[src/rtl/cfp_pkg.sv]
// ----------------------------------------------------------------------------
// cfp_pkg
// Types and constants shared by the command frame parser modules.
// ----------------------------------------------------------------------------
`default_nettype none

package cfp_pkg;

   // Frame delimiters and command range.
   localparam logic [7:0] HDR_A    = 8'hAF;
   localparam logic [7:0] HDR_B    = 8'h45;
   localparam logic [7:0] TAIL_A   = 8'hE1;
   localparam logic [7:0] TAIL_B   = 8'hE2;
   localparam logic [7:0] CMD_LOW  = 8'h01;
   localparam logic [7:0] CMD_HIGH = 8'h05;

   // Command codes.
   localparam logic [2:0] CMD_LINK_CHK = 3'd1;
   localparam logic [2:0] CMD_ON       = 3'd2;
   localparam logic [2:0] CMD_OFF      = 3'd3;
   localparam logic [2:0] CMD_BTN      = 3'd4;
   localparam logic [2:0] CMD_POS      = 3'd5;

   // Only the first bytes of a payload are ever looked at again.
   localparam int unsigned STORE_N  = 5;
   localparam int unsigned STORE_AW = 3;

   // Payload texts, first character in the low byte.
   localparam logic [15:0] TXT_ON    = 16'h4E4F;
   localparam logic [39:0] TXT_OFF_F = 40'h465F46464F;
   localparam logic [39:0] TXT_OFF_D = 40'h445F46464F;
   localparam logic [23:0] TXT_BTN   = 24'h4E5442;

   // Depth of each request and result queue.
   localparam int unsigned QUEUE_DEPTH = 2;

   typedef enum logic [2:0] {
      ST_IDLE   = 3'd0,
      ST_HDR_B  = 3'd1,
      ST_CMD    = 3'd2,
      ST_LEN    = 3'd3,
      ST_BODY   = 3'd4,
      ST_TAIL_B = 3'd5,
      ST_CHECK  = 3'd6
   } cfp_stage_type;

   typedef enum logic [2:0] {
      ACT_NONE      = 3'd0,
      ACT_PING      = 3'd1,
      ACT_ON        = 3'd2,
      ACT_OFF_FORCE = 3'd3,
      ACT_OFF_DELAY = 3'd4,
      ACT_BUTTON    = 3'd5,
      ACT_POSITION  = 3'd6
   } cfp_action_type;

   // Byte class flags computed by the front end.
   typedef struct packed {
      logic hdr_a;
      logic hdr_b;
      logic cmd_ok;
      logic len_ok;
      logic tail_a;
      logic tail_b;
   } cfp_class_type;

   // One classified request on its way to the engine.
   typedef struct packed {
      logic [7:0]    rx_byte;
      cfp_class_type cls;
   } cfp_entry_type;

   // One result.
   typedef struct packed {
      logic        consumed;
      logic        frame_valid;
      logic        parse_error;
      logic [2:0]  error_stage;
      logic [2:0]  command_code;
      logic [3:0]  payload_length;
      logic [2:0]  action;
      logic [31:0] ping_bytes;
   } cfp_result_type;

endpackage

`default_nettype wire

[src/rtl/cfp_queue.sv]
// ----------------------------------------------------------------------------
// cfp_queue
// Small first-in first-out queue with show-ahead read data.
// ----------------------------------------------------------------------------
`default_nettype none

module cfp_queue #(
   parameter int unsigned WIDTH = 8,
   parameter int unsigned DEPTH = 2
) (
   input  wire logic             clock,
   input  wire logic             reset,
   input  wire logic             push,
   input  wire logic [WIDTH-1:0] push_data,
   output logic                  full,
   input  wire logic             pop,
   output logic [WIDTH-1:0]      pop_data,
   output logic                  empty
);

   localparam int unsigned ADDR_W = (DEPTH > 1) ? $clog2(DEPTH) : 1;
   localparam int unsigned CNT_W  = $clog2(DEPTH + 1);

   logic [WIDTH-1:0]  mem_ff [0:DEPTH-1];
   logic [ADDR_W-1:0] wr_ptr_ff, wr_ptr_in;
   logic [ADDR_W-1:0] rd_ptr_ff, rd_ptr_in;
   logic [CNT_W-1:0]  count_ff, count_in;
   logic              do_push, do_pop;

   assign full     = (count_ff == CNT_W'(DEPTH));
   assign empty    = (count_ff == '0);
   assign do_push  = push && !full;
   assign do_pop   = pop && !empty;
   assign pop_data = mem_ff[rd_ptr_ff];

   // Pointer and fill count update.
   always_comb begin
      wr_ptr_in = wr_ptr_ff;
      rd_ptr_in = rd_ptr_ff;
      count_in  = count_ff;
      if (do_push) begin
         wr_ptr_in = (wr_ptr_ff == ADDR_W'(DEPTH - 1)) ? '0 : wr_ptr_ff + 1'b1;
      end
      if (do_pop) begin
         rd_ptr_in = (rd_ptr_ff == ADDR_W'(DEPTH - 1)) ? '0 : rd_ptr_ff + 1'b1;
      end
      if (do_push && !do_pop) begin
         count_in = count_ff + 1'b1;
      end else if (do_pop && !do_push) begin
         count_in = count_ff - 1'b1;
      end
   end

   always_ff @(posedge clock) begin
      if (reset) begin
         wr_ptr_ff <= '0;
         rd_ptr_ff <= '0;
         count_ff  <= '0;
      end else begin
         wr_ptr_ff <= wr_ptr_in;
         rd_ptr_ff <= rd_ptr_in;
         count_ff  <= count_in;
      end
   end

   // Storage needs no reset.
   always_ff @(posedge clock) begin
      if (do_push) begin
         mem_ff[wr_ptr_ff] <= push_data;
      end
   end

endmodule

`default_nettype wire

[src/rtl/cfp_front.sv]
// ----------------------------------------------------------------------------
// cfp_front
// Classifies each received byte against the frame delimiters and ranges.
// ----------------------------------------------------------------------------
`default_nettype none

module cfp_front #(
   parameter int unsigned MAX_PAYLOAD = 10
) (
   input  wire logic [7:0]     rx_byte,
   output cfp_pkg::cfp_entry_type entry
);

   // Each flag is a plain compare on the byte.
   always_comb begin
      entry.rx_byte    = rx_byte;
      entry.cls.hdr_a  = (rx_byte == cfp_pkg::HDR_A);
      entry.cls.hdr_b  = (rx_byte == cfp_pkg::HDR_B);
      entry.cls.cmd_ok = (rx_byte >= cfp_pkg::CMD_LOW) && (rx_byte <= cfp_pkg::CMD_HIGH);
      entry.cls.len_ok = ({1'b0, rx_byte} <= 9'(MAX_PAYLOAD));
      entry.cls.tail_a = (rx_byte == cfp_pkg::TAIL_A);
      entry.cls.tail_b = (rx_byte == cfp_pkg::TAIL_B);
   end

endmodule

`default_nettype wire

[src/rtl/cfp_engine.sv]
// ----------------------------------------------------------------------------
// cfp_engine
// Frame state machine: running checksum, payload capture and command decode.
// ----------------------------------------------------------------------------
`default_nettype none

module cfp_engine #(
   parameter int unsigned MAX_PAYLOAD = 10
) (
   input  wire logic                  clock,
   input  wire logic                  reset,
   input  wire logic                  in_valid,
   input  wire cfp_pkg::cfp_entry_type entry,
   output logic                       in_take,
   input  wire logic                  out_ready,
   output logic                       out_push,
   output cfp_pkg::cfp_result_type    result
);

   localparam int unsigned LEN_W = $clog2(MAX_PAYLOAD + 1);

   cfp_pkg::cfp_stage_type  stage_ff, stage_in;
   logic [LEN_W-1:0]        index_ff, index_in;
   logic [LEN_W-1:0]        length_ff, length_in;
   logic [2:0]              command_ff, command_in;
   logic [7:0]              sum_ff, sum_in;
   logic [7:0]              store_ff [0:cfp_pkg::STORE_N-1];
   logic [7:0]              store_in [0:cfp_pkg::STORE_N-1];
   logic [8*cfp_pkg::STORE_N-1:0] store_word;
   logic [LEN_W+3:0]        length_wide;
   logic                    len_is_2, len_is_5;
   cfp_pkg::cfp_action_type action_w;
   logic                    ok;
   logic [7:0]              rx;

   assign in_take     = in_valid && out_ready;
   assign out_push    = in_take;
   assign rx          = entry.rx_byte;
   assign length_wide = {4'b0000, length_ff};
   assign len_is_2    = (length_ff == LEN_W'(2));
   assign len_is_5    = (length_ff == LEN_W'(5));

   // Stored payload bytes as one word, byte 0 in the low bits.
   always_comb begin
      for (int i = 0; i < cfp_pkg::STORE_N; i++) begin
         store_word[8*i +: 8] = store_ff[i];
      end
   end

   // Command decode, with the payload texts checked for on, off and button.
   always_comb begin
      unique case (command_ff)
         cfp_pkg::CMD_LINK_CHK: action_w = cfp_pkg::ACT_PING;
         cfp_pkg::CMD_ON: begin
            action_w = (len_is_2 && store_word[15:0] == cfp_pkg::TXT_ON) ?
                       cfp_pkg::ACT_ON : cfp_pkg::ACT_NONE;
         end
         cfp_pkg::CMD_OFF: begin
            if (len_is_5 && store_word[39:0] == cfp_pkg::TXT_OFF_F) begin
               action_w = cfp_pkg::ACT_OFF_FORCE;
            end else if (len_is_5 && store_word[39:0] == cfp_pkg::TXT_OFF_D) begin
               action_w = cfp_pkg::ACT_OFF_DELAY;
            end else begin
               action_w = cfp_pkg::ACT_NONE;
            end
         end
         cfp_pkg::CMD_BTN: begin
            action_w = (len_is_5 && store_word[23:0] == cfp_pkg::TXT_BTN) ?
                       cfp_pkg::ACT_BUTTON : cfp_pkg::ACT_NONE;
         end
         cfp_pkg::CMD_POS: action_w = cfp_pkg::ACT_POSITION;
         default:          action_w = cfp_pkg::ACT_NONE;
      endcase
   end

   // Next state and the result of the current request.
   always_comb begin
      stage_in   = stage_ff;
      index_in   = index_ff;
      length_in  = length_ff;
      command_in = command_ff;
      sum_in     = sum_ff;
      store_in   = store_ff;
      result     = '0;
      result.consumed = 1'b1;
      ok         = 1'b0;
      unique case (stage_ff)
         cfp_pkg::ST_IDLE: begin
            ok = 1'b1;
            if (entry.cls.hdr_a) begin
               stage_in = cfp_pkg::ST_HDR_B;
            end else begin
               result.consumed = 1'b0;
            end
         end
         cfp_pkg::ST_HDR_B: begin
            if (entry.cls.hdr_b) begin
               stage_in = cfp_pkg::ST_CMD;
               ok       = 1'b1;
            end
         end
         cfp_pkg::ST_CMD: begin
            if (entry.cls.cmd_ok) begin
               command_in = rx[2:0];
               sum_in     = rx;
               stage_in   = cfp_pkg::ST_LEN;
               ok         = 1'b1;
            end
         end
         cfp_pkg::ST_LEN: begin
            if (entry.cls.len_ok) begin
               length_in = rx[LEN_W-1:0];
               sum_in    = sum_ff + rx;
               index_in  = '0;
               stage_in  = cfp_pkg::ST_BODY;
               ok        = 1'b1;
            end
         end
         cfp_pkg::ST_BODY: begin
            if (index_ff == length_ff) begin
               if (entry.cls.tail_a) begin
                  stage_in = cfp_pkg::ST_TAIL_B;
                  ok       = 1'b1;
               end
            end else begin
               if (index_ff < LEN_W'(cfp_pkg::STORE_N)) begin
                  store_in[index_ff[cfp_pkg::STORE_AW-1:0]] = rx;
               end
               index_in = index_ff + 1'b1;
               sum_in   = sum_ff + rx;
               ok       = 1'b1;
            end
         end
         cfp_pkg::ST_TAIL_B: begin
            if (entry.cls.tail_b) begin
               stage_in = cfp_pkg::ST_CHECK;
               ok       = 1'b1;
            end
         end
         cfp_pkg::ST_CHECK: begin
            if (~sum_ff == rx) begin
               result.frame_valid    = 1'b1;
               result.command_code   = command_ff;
               result.payload_length = length_wide[3:0];
               result.action         = action_w;
               result.ping_bytes     = store_word[31:0];
               stage_in              = cfp_pkg::ST_IDLE;
               ok                    = 1'b1;
            end
         end
         default: begin
            stage_in        = cfp_pkg::ST_IDLE;
            result.consumed = 1'b0;
            ok              = 1'b1;
         end
      endcase
      // A broken frame reports its stage and drops back to idle.
      if (!ok) begin
         result.parse_error = 1'b1;
         result.error_stage = stage_ff;
         stage_in           = cfp_pkg::ST_IDLE;
      end
   end

   always_ff @(posedge clock) begin
      if (reset) begin
         stage_ff   <= cfp_pkg::ST_IDLE;
         index_ff   <= '0;
         length_ff  <= '0;
         command_ff <= '0;
         sum_ff     <= '0;
         for (int i = 0; i < cfp_pkg::STORE_N; i++) begin
            store_ff[i] <= '0;
         end
      end else if (in_take) begin
         stage_ff   <= stage_in;
         index_ff   <= index_in;
         length_ff  <= length_in;
         command_ff <= command_in;
         sum_ff     <= sum_in;
         store_ff   <= store_in;
      end
   end

endmodule

`default_nettype wire

[src/rtl/command_frame_parser.sv]
// ----------------------------------------------------------------------------
// command_frame_parser
// Byte-serial parser for framed commands with checksum and command decode.
// ----------------------------------------------------------------------------
// Usage:
// Bytes enter on the request queue port: a request is taken at a clock edge
// with req_push high and req_full low. Every request yields exactly one
// result, shown on the rsp_ ports while rsp_empty is low and removed at a
// clock edge with rsp_pop high.
// A front stage classifies each byte and writes it into a two-entry request
// queue; while the result queue has room, the engine takes one request per
// cycle, updates the frame state machine and checksum, and writes the result
// into a two-entry result queue. A taken request is held in the request queue
// and its result in the result queue before it shows on the rsp_ ports.
// Throughput is one request per cycle while the result queue has room.
// When the receiver stops popping, the result queue fills, the engine stops,
// then the request queue fills and req_full rises; nothing is dropped.
// Synchronous reset empties both queues and returns the parser to idle with
// cleared checksum, length, command and stored payload bytes.
// ----------------------------------------------------------------------------
`default_nettype none

module command_frame_parser #(
   parameter int unsigned MAX_PAYLOAD = 10
) (
   input  wire logic        clock,
   input  wire logic        reset,
   input  wire logic        req_push,
   input  wire logic [7:0]  req_rx_byte,
   output logic             req_full,
   input  wire logic        rsp_pop,
   output logic             rsp_empty,
   output logic             rsp_consumed,
   output logic             rsp_frame_valid,
   output logic             rsp_parse_error,
   output logic [2:0]       rsp_error_stage,
   output logic [2:0]       rsp_command_code,
   output logic [3:0]       rsp_payload_length,
   output logic [2:0]       rsp_action,
   output logic [31:0]      rsp_ping_bytes
);

   localparam int unsigned ENTRY_W  = $bits(cfp_pkg::cfp_entry_type);
   localparam int unsigned RESULT_W = $bits(cfp_pkg::cfp_result_type);

   cfp_pkg::cfp_entry_type  front_entry, queued_entry;
   cfp_pkg::cfp_result_type eng_result, out_result;
   logic                    req_q_empty, eng_take, eng_push, rsp_q_full;

   // Front end classification.
   cfp_front #(.MAX_PAYLOAD(MAX_PAYLOAD)) u_front (
      .rx_byte (req_rx_byte),
      .entry   (front_entry)
   );

   // Queue between front end and engine.
   cfp_queue #(.WIDTH(ENTRY_W), .DEPTH(cfp_pkg::QUEUE_DEPTH)) u_req_queue (
      .clock     (clock),
      .reset     (reset),
      .push      (req_push),
      .push_data (front_entry),
      .full      (req_full),
      .pop       (eng_take),
      .pop_data  (queued_entry),
      .empty     (req_q_empty)
   );

   // Frame engine.
   cfp_engine #(.MAX_PAYLOAD(MAX_PAYLOAD)) u_engine (
      .clock     (clock),
      .reset     (reset),
      .in_valid  (!req_q_empty),
      .entry     (queued_entry),
      .in_take   (eng_take),
      .out_ready (!rsp_q_full),
      .out_push  (eng_push),
      .result    (eng_result)
   );

   // Result queue toward the receiver.
   cfp_queue #(.WIDTH(RESULT_W), .DEPTH(cfp_pkg::QUEUE_DEPTH)) u_rsp_queue (
      .clock     (clock),
      .reset     (reset),
      .push      (eng_push),
      .push_data (eng_result),
      .full      (rsp_q_full),
      .pop       (rsp_pop),
      .pop_data  (out_result),
      .empty     (rsp_empty)
   );

   // Result fields onto their ports.
   assign rsp_consumed       = out_result.consumed;
   assign rsp_frame_valid    = out_result.frame_valid;
   assign rsp_parse_error    = out_result.parse_error;
   assign rsp_error_stage    = out_result.error_stage;
   assign rsp_command_code   = out_result.command_code;
   assign rsp_payload_length = out_result.payload_length;
   assign rsp_action         = out_result.action;
   assign rsp_ping_bytes     = out_result.ping_bytes;

endmodule

`default_nettype wire

[config.mk]
export PLATFORM = sky130hd
export DESIGN_NAME = command_frame_parser
export DESIGN_NICKNAME = d
export VERILOG_FILES = /design/src/rtl/cfp_pkg.sv /design/src/rtl/cfp_queue.sv /design/src/rtl/cfp_front.sv /design/src/rtl/cfp_engine.sv /design/src/rtl/command_frame_parser.sv
export SDC_FILE = /design/constraint.sdc
export NUM_CORES = 1
export LEC_CHECK = 0
export BUFFER_PORTS_ARGS = -buffer_cell sky130_fd_sc_hd__buf_4
export CORE_MARGIN = 2
export CORE_UTILIZATION = 60
export DETAILED_ROUTE_END_ITERATION = 10
export GPL_ROUTABILITY_DRIVEN = 0
export PLACE_DENSITY_LB_ADDON = 0.25
export SLEW_MARGIN = 40
export SYNTH_ARGS = -nofsm -noshare
export SYNTH_HDL_FRONTEND = slang
export SYNTH_HIERARCHICAL = 1
export SYNTH_SLANG_ARGS = --single-unit
[constraint.sdc]
create_clock -name clock -period 3.7 [get_ports clock]
set_input_delay 0.185 -clock clock [delete_from_list [all_inputs] [get_ports clock]]
set_output_delay 0.185 -clock clock [all_outputs]
set_load 0.005 [all_outputs]
==> results of run 1 <==
## cells by family after synthesis
kind of cell    count (synthesis)
buf+inv                        53
simple gates                  215
compound gates                 63
flops                         196
mux                           113
xor+xnor                       18
fa+ha+maj                      12
## synthesized netlist by cell type (7+ instances only)
library cell    n
xnor2_1        10
buf_4          10
and2_1         41
ha_1           11
a311oi_1        7
or3_1           8
mux2i_1        49
nand2_1        29
mux2_2         64
a21oi_1        19
dfxtp_1        72
nor3_1          8
clkbuf_1       18
nor2_1         73
edfxtp_1      124
xor2_1          8
inv_1          16
o21ai_0        16
## how the worst max path moves through the flow
stage | end | slack, ps
floorplan | u_rsp_queue/mem_ff[0][33] | 930
global placement | u_rsp_queue/mem_ff[0][33] | 800
detailed placement | u_rsp_queue/mem_ff[1][33] | 720
CTS | u_rsp_queue/mem_ff[1][33] | 690
global route | u_engine/stage_ff[2] | 540
finish | u_rsp_queue/mem_ff[0][33] | 720
## power by group through the flow
stage / registers (mW) / clock network, mW / logic [mW]
floorplan: 2.95 / 0 / 1.08
global placement: 3.04 / 0 / 1.67
detailed placement: 3.08 / 0 / 1.71
CTS: 3.03 / 1.71 / 1.74
global route: 3.07 / 1.79 / 1.87
finish: 3.02 / 1.69 / 1.72
## routing by layer
metal / global-route usage, % / vias to the layer above / wire, um
li1: - / 2549 / -
met1: 27.2 / 2631 / 6890
met2: 40.1 / 160 / 8750
met3: 4.80 / 23 / 805
met4: 9.87 / 0 / 322
met5: 0 / - / 0
## area by class of cell
class / count / share of cell area (%)
Clock inverter: 14 / 1.06
Sequential cell: 196 / 53.2
Multi-Input combinational cell: 421 / 32.1
Inverter: 16 / 0.618
Tap cell: 180 / 2.32
Clock buffer: 18 / 4.52
Timing Repair Buffer: 76 / 6.20
## worst max-delay path, delay by kind of cell, from the launching register on
kind                     cells  cell delay [ps]
AO/OA/AOI/OAI                1              170
AND/OR/NAND/NOR              4             1020
multiplexers                 1              470
buffers and inverters        1              210
flip-flops                   1              550
adder cells (fa/ha/maj)      1              370
## state kept, by name, indices dropped and copies added, names as in the netlist, named ones only
name	cells
u_req_queue/count_ff	2
u_rsp_queue/count_ff	2
u_engine/sum_ff	8
u_engine/store_ff	40
u_rsp_queue/wr_ptr_ff	1
u_engine/index_ff	4
u_engine/stage_ff	3
u_engine/command_ff	3
u_rsp_queue/mem_ff	96
u_req_queue/rd_ptr_ff	1
u_req_queue/mem_ff	28
u_rsp_queue/rd_ptr_ff	1
u_engine/length_ff	4
u_req_queue/wr_ptr_ff	1
## through the flow
stage / hold slack [ps] / cells
after floorplan: 254 / 670
after global placement: 406 / 881
after detailed placement: 416 / 881
after CTS: 137 / 921
after global routing: 171 / 921
final: 135 / 921
==> key figures, run 1 <==
Cells and area
  – Fill cells: 943
  – Layout area overhead: 13.8%
  – Most frequent cells in the layout: 124 x edfxtp_1, 73 x nor2_1, 71 x dfxtp_1
  – Commonest non-fill, non-tap cell in the layout: edfxtp_1
  – Area taken by multi-input logic gates: approximately 3100 um^2
  – Register area: between 5000 and 6000 um^2
  – Nets@finish: approximately 750
  – Util after Layout: 70.1%
  – Design area: between 9000 and 10000 um^2
  – Antenna Cells: 0
  – Share of cells above drive strength 1: approximately a quarter

Floorplan
  – Die Height: roughly 120 um
  – Die area: around 15000 um^2
  – # IOs: a little over 60
  – Initial core utilization: between 60% and 70%
  – Chip Width: 123 um
  – Core area: approximately 14000 um^2
  – Rows: 43

Run
  – Max-Cap Viols: 0

Hold path
  – Hold Path Depth: 4
  – Worst hold path startpoint: req_push
  – Hold WC Path Type: in -> reg
  – WHS Endpoint: u_req_queue/wr_ptr_ff

Logic synthesis
  – Xor and xnor area share after synthesis: 1.84%
  – Asr flop ratio synth: 0%
  – Sequential element share of the synthesized area: a little over 60%
  – Post-synth top flop: edfxtp_1
  – Yosys top cell by area: edfxtp_1
  – Post-synthesis compound-gate area fraction: 4.73%
  – Number of synthesized flops with an enable pin: roughly 120
  – Unique masters post-synth: 58
  – Synth Cell Area: roughly 8500 um^2
  – Adder-cell share of the synthesized area: under 10%
  – Area share of and/or/nand/nor cells after synthesis: between 10 and 15%
  – Mapped Cells: between 600 and 700
  – Synthesized area per cell: around 13 um^2
  – Share of synthesized area spent on multiplexers: between 10% and 20%
  – Synth top area share: 43.6%
  – Largest cells by area after synthesis: edfxtp_1 44%, dfxtp_1 17%, mux2_2 8.4%
  – Yosys Warn Count: 6
  – Post-synth net total: ~690
  – Largest family of logic cells by synthesized area: multiplexers
  – Synth Register Bits: ~200

Clocking
  – H-Tree Depth: 4
  – Worst-Skew Late Latency: ~430 ps
  – Number of post-CTS setup repair buffers: 0
  – CTS Buf Count: 17
  – CTS max path bufs: 2
  – Clk sink count: 196
  – Root Buffer: clkbuf_16
  – Post-CTS sizing: 0
  – Clock slew seen by the registers of the worst setup and hold paths: about 70 ps
  – CTS Hold Bufs: 8
  – TritonCTS clock tree: done

Power and ir drop
  – Share of power burned in registers: 47.0%
  – P_int: between 4 and 5 mW
  – Static leakage: around 3.6 nW
  – Final Power: roughly 6.4 mW
  – Pwr/cell area: 661 nW/um^2
  – Proportion of power drawn by the clock network: a little over a quarter
  – Sw frac: 28.4%
  – VDD IR max: between 0.3 and 0.4 mV
  – Psw: between 1.5 and 2 mW
  – Logic pwr share: a little over a quarter

Placed design
  – Dpl ws: 721 ps
  – DP Wirelength: 11100 um
  – Cell area after placement: just over 9000 um^2
  – Number of buffers added on ports: 61

Timing
  – RSZ-0062 raised after global routing: false
  – Max-slew headroom: between 40% and 50%
  – Crit path time final: 2980 ps
  – Maximum clock rate: approximately 340 MHz
  – Final Skew: approximately 7.4 ps
  – Fin Setup TNS: 0 ps
  – Final setup fails: 0
  – Final Slew Violations: 0
  – Setup WS post-layout: approximately 720 ps
  – Final worst-path cycle share: between 80% and 90%
  – Hold Vio Cnt, Final: 0
  – Slew at the pin with the worst max-slew slack: 822 ps

Detailed routing
  – DRC errors left: 0
  – Via density: between 5 and 6
  – Drt wl/cell: between 15 and 20 um
  – Number of antenna-violating nets in the routed design: 0
  – Detailed Route WL: roughly 17000 um
  – Starting DRC count in detailed routing: between 300 and 400
  – Via count: 5363
  – TritonRoute pass-1 iters: 7

Critical path
  – Crit Path Category: reg -> reg
  – Worst path slowest cell: dfxtp_1
  – Critical Path Sink Type: flop
  – Startpoint class of the critical path: flop
  – Worst Path Max Fanout: 38
  – Slowest stage delay, CP: 550 ps
  – Flop2flop setup slack: slightly above 700 ps
  – Cell chain of the critical path: mux2_2 > ha_1 > and3_1 > nor4b_1 > nor3b_4 > buf_12 > nand2_1 > a21oi_1
  – Crit path DAT: 3240 ps
  – R2r endpoint: u_rsp_queue/mem_ff[0][33]
  – Req. time, crit path: 3960 ps
  – R2R depth: 8

Global route
  – Largest net degree at the start of global routing: 74
  – Vias in the first global route: approximately 5300
  – GRT Util Overall: 22.9%
  – Antenna violations before repair: 0
  – First-pass GRT wire length: 26400 um
  – Gr ovfl total: 0

Outcome
  – Status: completed
(Power assumes the default switching activity.)
==> inputs of run 2 (changes only) <==
clock period = 2.9 ns   (was 3.7 ns; I/O delays follow)
==> run 2 against run 1 <==
Against the previous run: cell count is 1.4% higher; worst hold slack worse by 32 ps; largest power group unchanged; maximum frequency is 7.5% higher; global-route usage is 0.58 points higher; first-iteration DRC count is 0.58% lower; critical path type unchanged; clock-buffer cell count is 1 higher.
==> key figures, run 2 (synthesis gave the netlist of run 1 again) <==
Critical path
  – Cell chain of the critical path: mux2_2 > ha_1 > and3_1 > nor4b_1 > buf_4 > nor3b_4 > buf_4 > and2_1
  – Slowest stage delay, CP: around 420 ps
  – Flop2flop setup slack: approximately 130 ps
  – Req. time, crit path: roughly 3200 ps
  – Most used cell along the critical path: buf_4
  – Critical Path Sink Type: flop
  – Worst Path Max Fanout: 26
  – Startpoint class of the critical path: flop
  – Critical path capture point: u_rsp_queue/mem_ff[1][29]
  – Crit path DAT: 3060 ps
  – R2R depth: 8
  – R2r endpoint: u_rsp_queue/mem_ff[1][29]
  – Crit Path Category: reg -> reg
  – Worst path slowest cell: dfxtp_2

Clocking
  – H-Tree Depth: 4
  – TritonCTS clock tree: done
  – Root Buffer: clkbuf_16
  – Worst-Skew Late Latency: around 430 ps
  – CTS Buf Count: 17
  – Number of post-CTS setup repair buffers: 0
  – Clk sink count: approximately 200
  – CTS max path bufs: 2
  – Clock slew seen by the registers of the worst setup and hold paths: approximately 60 ps

Detailed routing
  – DRC errors left: 0
  – Via density: around 5.8
  – Starting DRC count in detailed routing: about 340
  – Via count: roughly 5400
  – Number of antenna-violating nets in the routed design: 0
  – Detailed Route WL: about 17000 um
  – TritonRoute pass-1 iters: 5
  – Drt wl/cell: between 15 and 20 um

Timing
  – Final worst-path cycle share: 95.6%
  – Crit path time final: ~2800 ps
  – Hold Vio Cnt, Final: 0
  – Final Skew: 8.66 ps
  – Slew at the pin with the worst max-slew slack: around 760 ps
  – Hold WS: between 100 and 150 ps
  – Maximum clock rate: approximately 360 MHz
  – Max-slew headroom: approximately half
  – Setup WS post-layout: roughly 130 ps
  – RSZ-0062 raised after global routing: false
  – Fin Setup TNS: 0 ps
  – Final Slew Violations: 0
  – Final setup fails: 0

Hold path
  – Worst hold path startpoint: req_push
  – Hold WC Path Type: in -> reg

Power and ir drop
  – VDD IR max: roughly 0.51 mV
  – Sw frac: about 28%
  – P_int: around 6.1 mW
  – Static leakage: 3.71 nW
  – Psw: 2.33 mW
  – Proportion of power drawn by the clock network: between 20 and 30%
  – Pwr/cell area: between 800 and 900 nW/um^2
  – Logic pwr share: 27.9%
  – Final Power: 8.43 mW
  – Share of power burned in registers: 45.3%

Cells and area
  – Max reg flops: 96
  – Commonest non-fill, non-tap cell in the layout: edfxtp_1
  – Share of cells above drive strength 1: 24.9%
  – Most flop-heavy register: u_rsp_queue/mem_ff
  – Area taken by multi-input logic gates: between 3000 and 4000 um^2
  – Register area: slightly above 5000 um^2
  – Layout area overhead: 15.4%
  – Most frequent cells in the layout: 124 x edfxtp_1, 79 x buf_4, 73 x nor2_1
  – Biggest regs: u_rsp_queue/mem_ff x96, u_engine/store_ff x40, u_req_queue/mem_ff x28
  – Fill cells: about 950
  – Util after Layout: a little under three quarters
  – Antenna Cells: 0
  – Nets@finish: around 770

Placed design
  – DP Wirelength: ~11000 um
  – Dpl ws: between 90 and 100 ps
  – Number of buffers added on ports: slightly above 60

Global route
  – GRT Util Overall: between 20% and 30%
  – Antenna violations before repair: 0
  – Largest net degree at the start of global routing: 74
  – First-pass GRT wire length: ~27000 um
  – Vias in the first global route: between 5000 and 6000
  – Gr ovfl total: 0

Floorplan
  – Initial core utilization: between 60% and 70%
  – Die Height: 123 um
  – Rows: 43
  – Core area: 13900 um^2
  – Chip Width: between 100 and 150 um
  – # IOs: slightly above 60
  – Die area: between 15000 and 20000 um^2

Outcome
  – Status: completed

Run
  – Max-Cap Viols: 0
-- run 2: changes by cell type in the layout (fill, tap and decap cells not counted), moves of 2 or more --
cell / change
buf_4: +12
clkinv_1: +2
inv_6: -2
clkinv_2: -2
clkbuf_1: +2
dfxtp_2: +2
bufinv_16: +2
-- run 2: how the worst min path moves through the flow --
stage	slack [ps]	end	depth (start not counted)
6_report	100	u_req_queue/wr_ptr_ff	4
5_1_grt	130	u_req_queue/wr_ptr_ff	4
4_1_cts	80	u_req_queue/wr_ptr_ff	4
3_5_place_dp	370	u_req_queue/mem_ff[1][13]	1
3_3_place_gp	370	u_req_queue/mem_ff[0][13]	1
2_1_floorplan	210	u_req_queue/count_ff[1]	1
-- run 2: power by group through the flow --
| stage | logic (mW) | registers, mW | clock network (mW) |
|---|---|---|---|
| global route | 2.55 | 3.88 | 2.39 |
| floorplan | 1.38 | 3.77 | 0 |
| CTS | 2.37 | 3.83 | 2.28 |
| finish | 2.35 | 3.82 | 2.26 |
| global placement | 2.29 | 3.83 | 0 |
| detailed placement | 2.33 | 3.88 | 0 |
-- run 2: repair_timing --
item,in CTS,in global routing
endpoints found under the hold margin,16,0
hold buffers,8,0
endpoints found under the setup margin,0,51
resized for setup,0,2
-- run 2: metrics by stage --
step                      cells  instance area (um^2)
final                       934                  9860
after global routing        934                  9860
after CTS                   934                  9860
after detailed placement    894                  9210
after global placement      894                  9210
after floorplan             670                  8550
-- run 2: final cells by class --
type                       instances  area share [%]
inverter                          16           0.609
tap                              180            2.28
timing repair buffer              89            7.23
multi-input combinational        421            31.7
sequential                       196            52.4
clock inverter                    13            1.36
clock buffer                      19            4.39
-- run 2: layer usage --
layer,up-vias,track usage [%],routed length (um)
met4,0,11.9,475
met5,-,0,0
met1,2693,26.5,6760
met2,154,41.6,8930
li1,2562,-,-
met3,38,5.26,731
-- run 2: critical path: cells and delay by family, from the launching register on --
family / cells / cell delay (ps)
mux: 1 / 380
buf+inv: 2 / 490
flops: 1 / 420
fa+ha+maj: 1 / 370
simple gates: 4 / 980
==> inputs of run 3 (changes only) <==
BUFFER_PORTS_ARGS = -buffer_cell sky130_fd_sc_hd__buf_2   (was -buffer_cell sky130_fd_sc_hd__buf_4)
==> run 3 against run 2 <==
Against the previous run: clock-buffer cell count up 3; sequential power fell by 2%; critical path depth up 1; global-route usage up 0.093 points; first-iteration DRC count up 23%; largest power group unchanged; non-clock buffer count grew 3.
==> key figures, run 3 (synthesis gave the netlist of run 1 again) <==
Outcome
  – Status: completed

Power and ir drop
  – VDD IR max: 0.478 mV
  – Static leakage: about 3.7 nW
  – Pwr/cell area: roughly 850 nW/um^2

Global route
  – Vias in the first global route: roughly 5600
  – Gr ovfl total: 0
  – Largest net degree at the start of global routing: approximately 50
  – Antenna violations before repair: 0
  – First-pass GRT wire length: roughly 27000 um
  – GRT Util Overall: a little under a quarter

Clocking
  – Clk sink count: a little under 200
  – Root Buffer: clkbuf_16
  – Clock slew seen by the registers of the worst setup and hold paths: 70 ps
  – CTS max path bufs: 2
  – TritonCTS clock tree: done
  – CTS Buf Count: 17
  – H-Tree Depth: 4
  – Number of post-CTS setup repair buffers: 0
  – Worst-Skew Late Latency: 440 ps

Critical path
  – Crit path DAT: about 3000 ps
  – CP top delay family: simple AND/OR/NAND/NOR gates
  – Startpoint class of the critical path: flop
  – WP buf/inv: 3
  – Worst Path Max Fanout: 16
  – Worst path slowest cell: dfxtp_1
  – Cell chain of the critical path: buf_4 > mux2_2 > ha_1 > nand2_1 > nor4b_2 > buf_4 > nor3b_4 > buf_4 > and2_1
  – Crit Path Category: reg -> reg
  – Critical Path Sink Type: flop
  – Slowest stage delay, CP: ~390 ps
  – Most used cell along the critical path: buf_4
  – Req. time, crit path: between 3000 and 4000 ps

Detailed routing
  – Starting DRC count in detailed routing: roughly 420
  – TritonRoute pass-1 iters: 4
  – Number of antenna-violating nets in the routed design: 0
  – DRC errors left: 0
  – Drt wl/cell: ~18 um
  – Via density: roughly 5.8
  – Detailed Route WL: around 17000 um
  – Via count: between 5000 and 6000

Timing
  – Setup WS post-layout: 196 ps
  – RSZ-0062 raised after global routing: false
  – Max-slew headroom: roughly 55%
  – Final setup fails: 0
  – Slew at the pin with the worst max-slew slack: slightly below 700 ps
  – Final worst-path cycle share: 93.3%
  – Hold Vio Cnt, Final: 0
  – Final Skew: between 9 and 10 ps
  – Maximum clock rate: around 370 MHz
  – Final Slew Violations: 0
  – Crit path time final: roughly 2700 ps
  – Hold WS: 82.7 ps
  – Fin Setup TNS: 0 ps

Floorplan
  – Initial core utilization: 61.6%
  – Rows: 43
  – Chip Width: 123 um
  – Core area: roughly 14000 um^2
  – Die area: around 15000 um^2
  – Die Height: around 120 um
  – # IOs: between 60 and 70

Cells and area
  – Util after Layout: 70.3%
  – Design area: between 9000 and 10000 um^2
  – Most flop-heavy register: u_rsp_queue/mem_ff
  – Antenna Cells: 0
  – Commonest non-fill, non-tap cell in the layout: edfxtp_1
  – Max reg flops: between 90 and 100
  – Share of cells above drive strength 1: between 20% and 30%
  – Most frequent cells in the layout: 124 x edfxtp_1, 73 x nor2_1, 71 x dfxtp_1
  – Biggest regs: u_rsp_queue/mem_ff x96, u_engine/store_ff x40, u_req_queue/mem_ff x28
  – Layout area overhead: 14.1%
  – Nets@finish: between 700 and 800

Placed design
  – DP Wirelength: 11100 um
  – Number of buffers added on ports: 61
  – Cell area after placement: between 9000 and 10000 um^2
  – Dpl ws: 111 ps

Run
  – Max-Cap Viols: 0

Hold path
  – Hold WC Path Type: in -> reg
-- run 3: path summary, 6_finish.rpt --
check                                            from                   endpoint  slack, ps  depth (start not counted)
worst max-delay path                             flop  u_rsp_queue/mem_ff[1][10]        200                          9
worst min-delay path                         req_push      u_req_queue/wr_ptr_ff         80                          4
worst max register to register                   flop  u_rsp_queue/mem_ff[1][10]        200                          9
worst min register to register  u_req_queue/wr_ptr_ff      u_req_queue/wr_ptr_ff        490                          2
-- run 3: metal layers --
metal,routed length (um),vias up,GRT usage [%]
li1,-,2570,-
met1,6760,2669,27.3
met2,9020,136,41.9
met3,715,32,5.35
met4,353,0,10.0
met5,0,-,0
-- run 3: repair_timing --
item / 4_1_cts / 5_1_grt
hold buffers: 8 / 0
gates resized for setup: 0 / 2
setup endpoints to repair: 0 / 88
hold endpoints to repair: 16 / 0
-- run 3: per-stage QoR --
stage	instances	power, mW
after floorplan	670	5.14
after global placement	897	5.91
after detailed placement	897	6.00
after CTS	937	8.30
after global routing	937	8.65
final	937	8.25
-- run 3: tightest hold or removal path, stage by stage --
cell and delay (ps):
buf_2 70, inv_1 40, o21ai_0 150, a21oi_1 60
-- run 3: cell type report --
| class | count | area [um^2] |
|---|---|---|
| fill | 957 | 4130 |
| sequential | 196 | 5170 |
| timing repair buffer | 92 | 587 |
| inverter | 16 | 60.1 |
| multi-input combinational | 421 | 3130 |
| clock buffer | 22 | 485 |
| clock inverter | 10 | 96.3 |
| tap | 180 | 225 |
-- run 3: report_power, final --
part           total [mW]  switching, mW  internal, mW
Sequential           3.74          0.151          3.59
Clock                2.30           1.01          1.29
Combinational        2.21           1.17          1.04
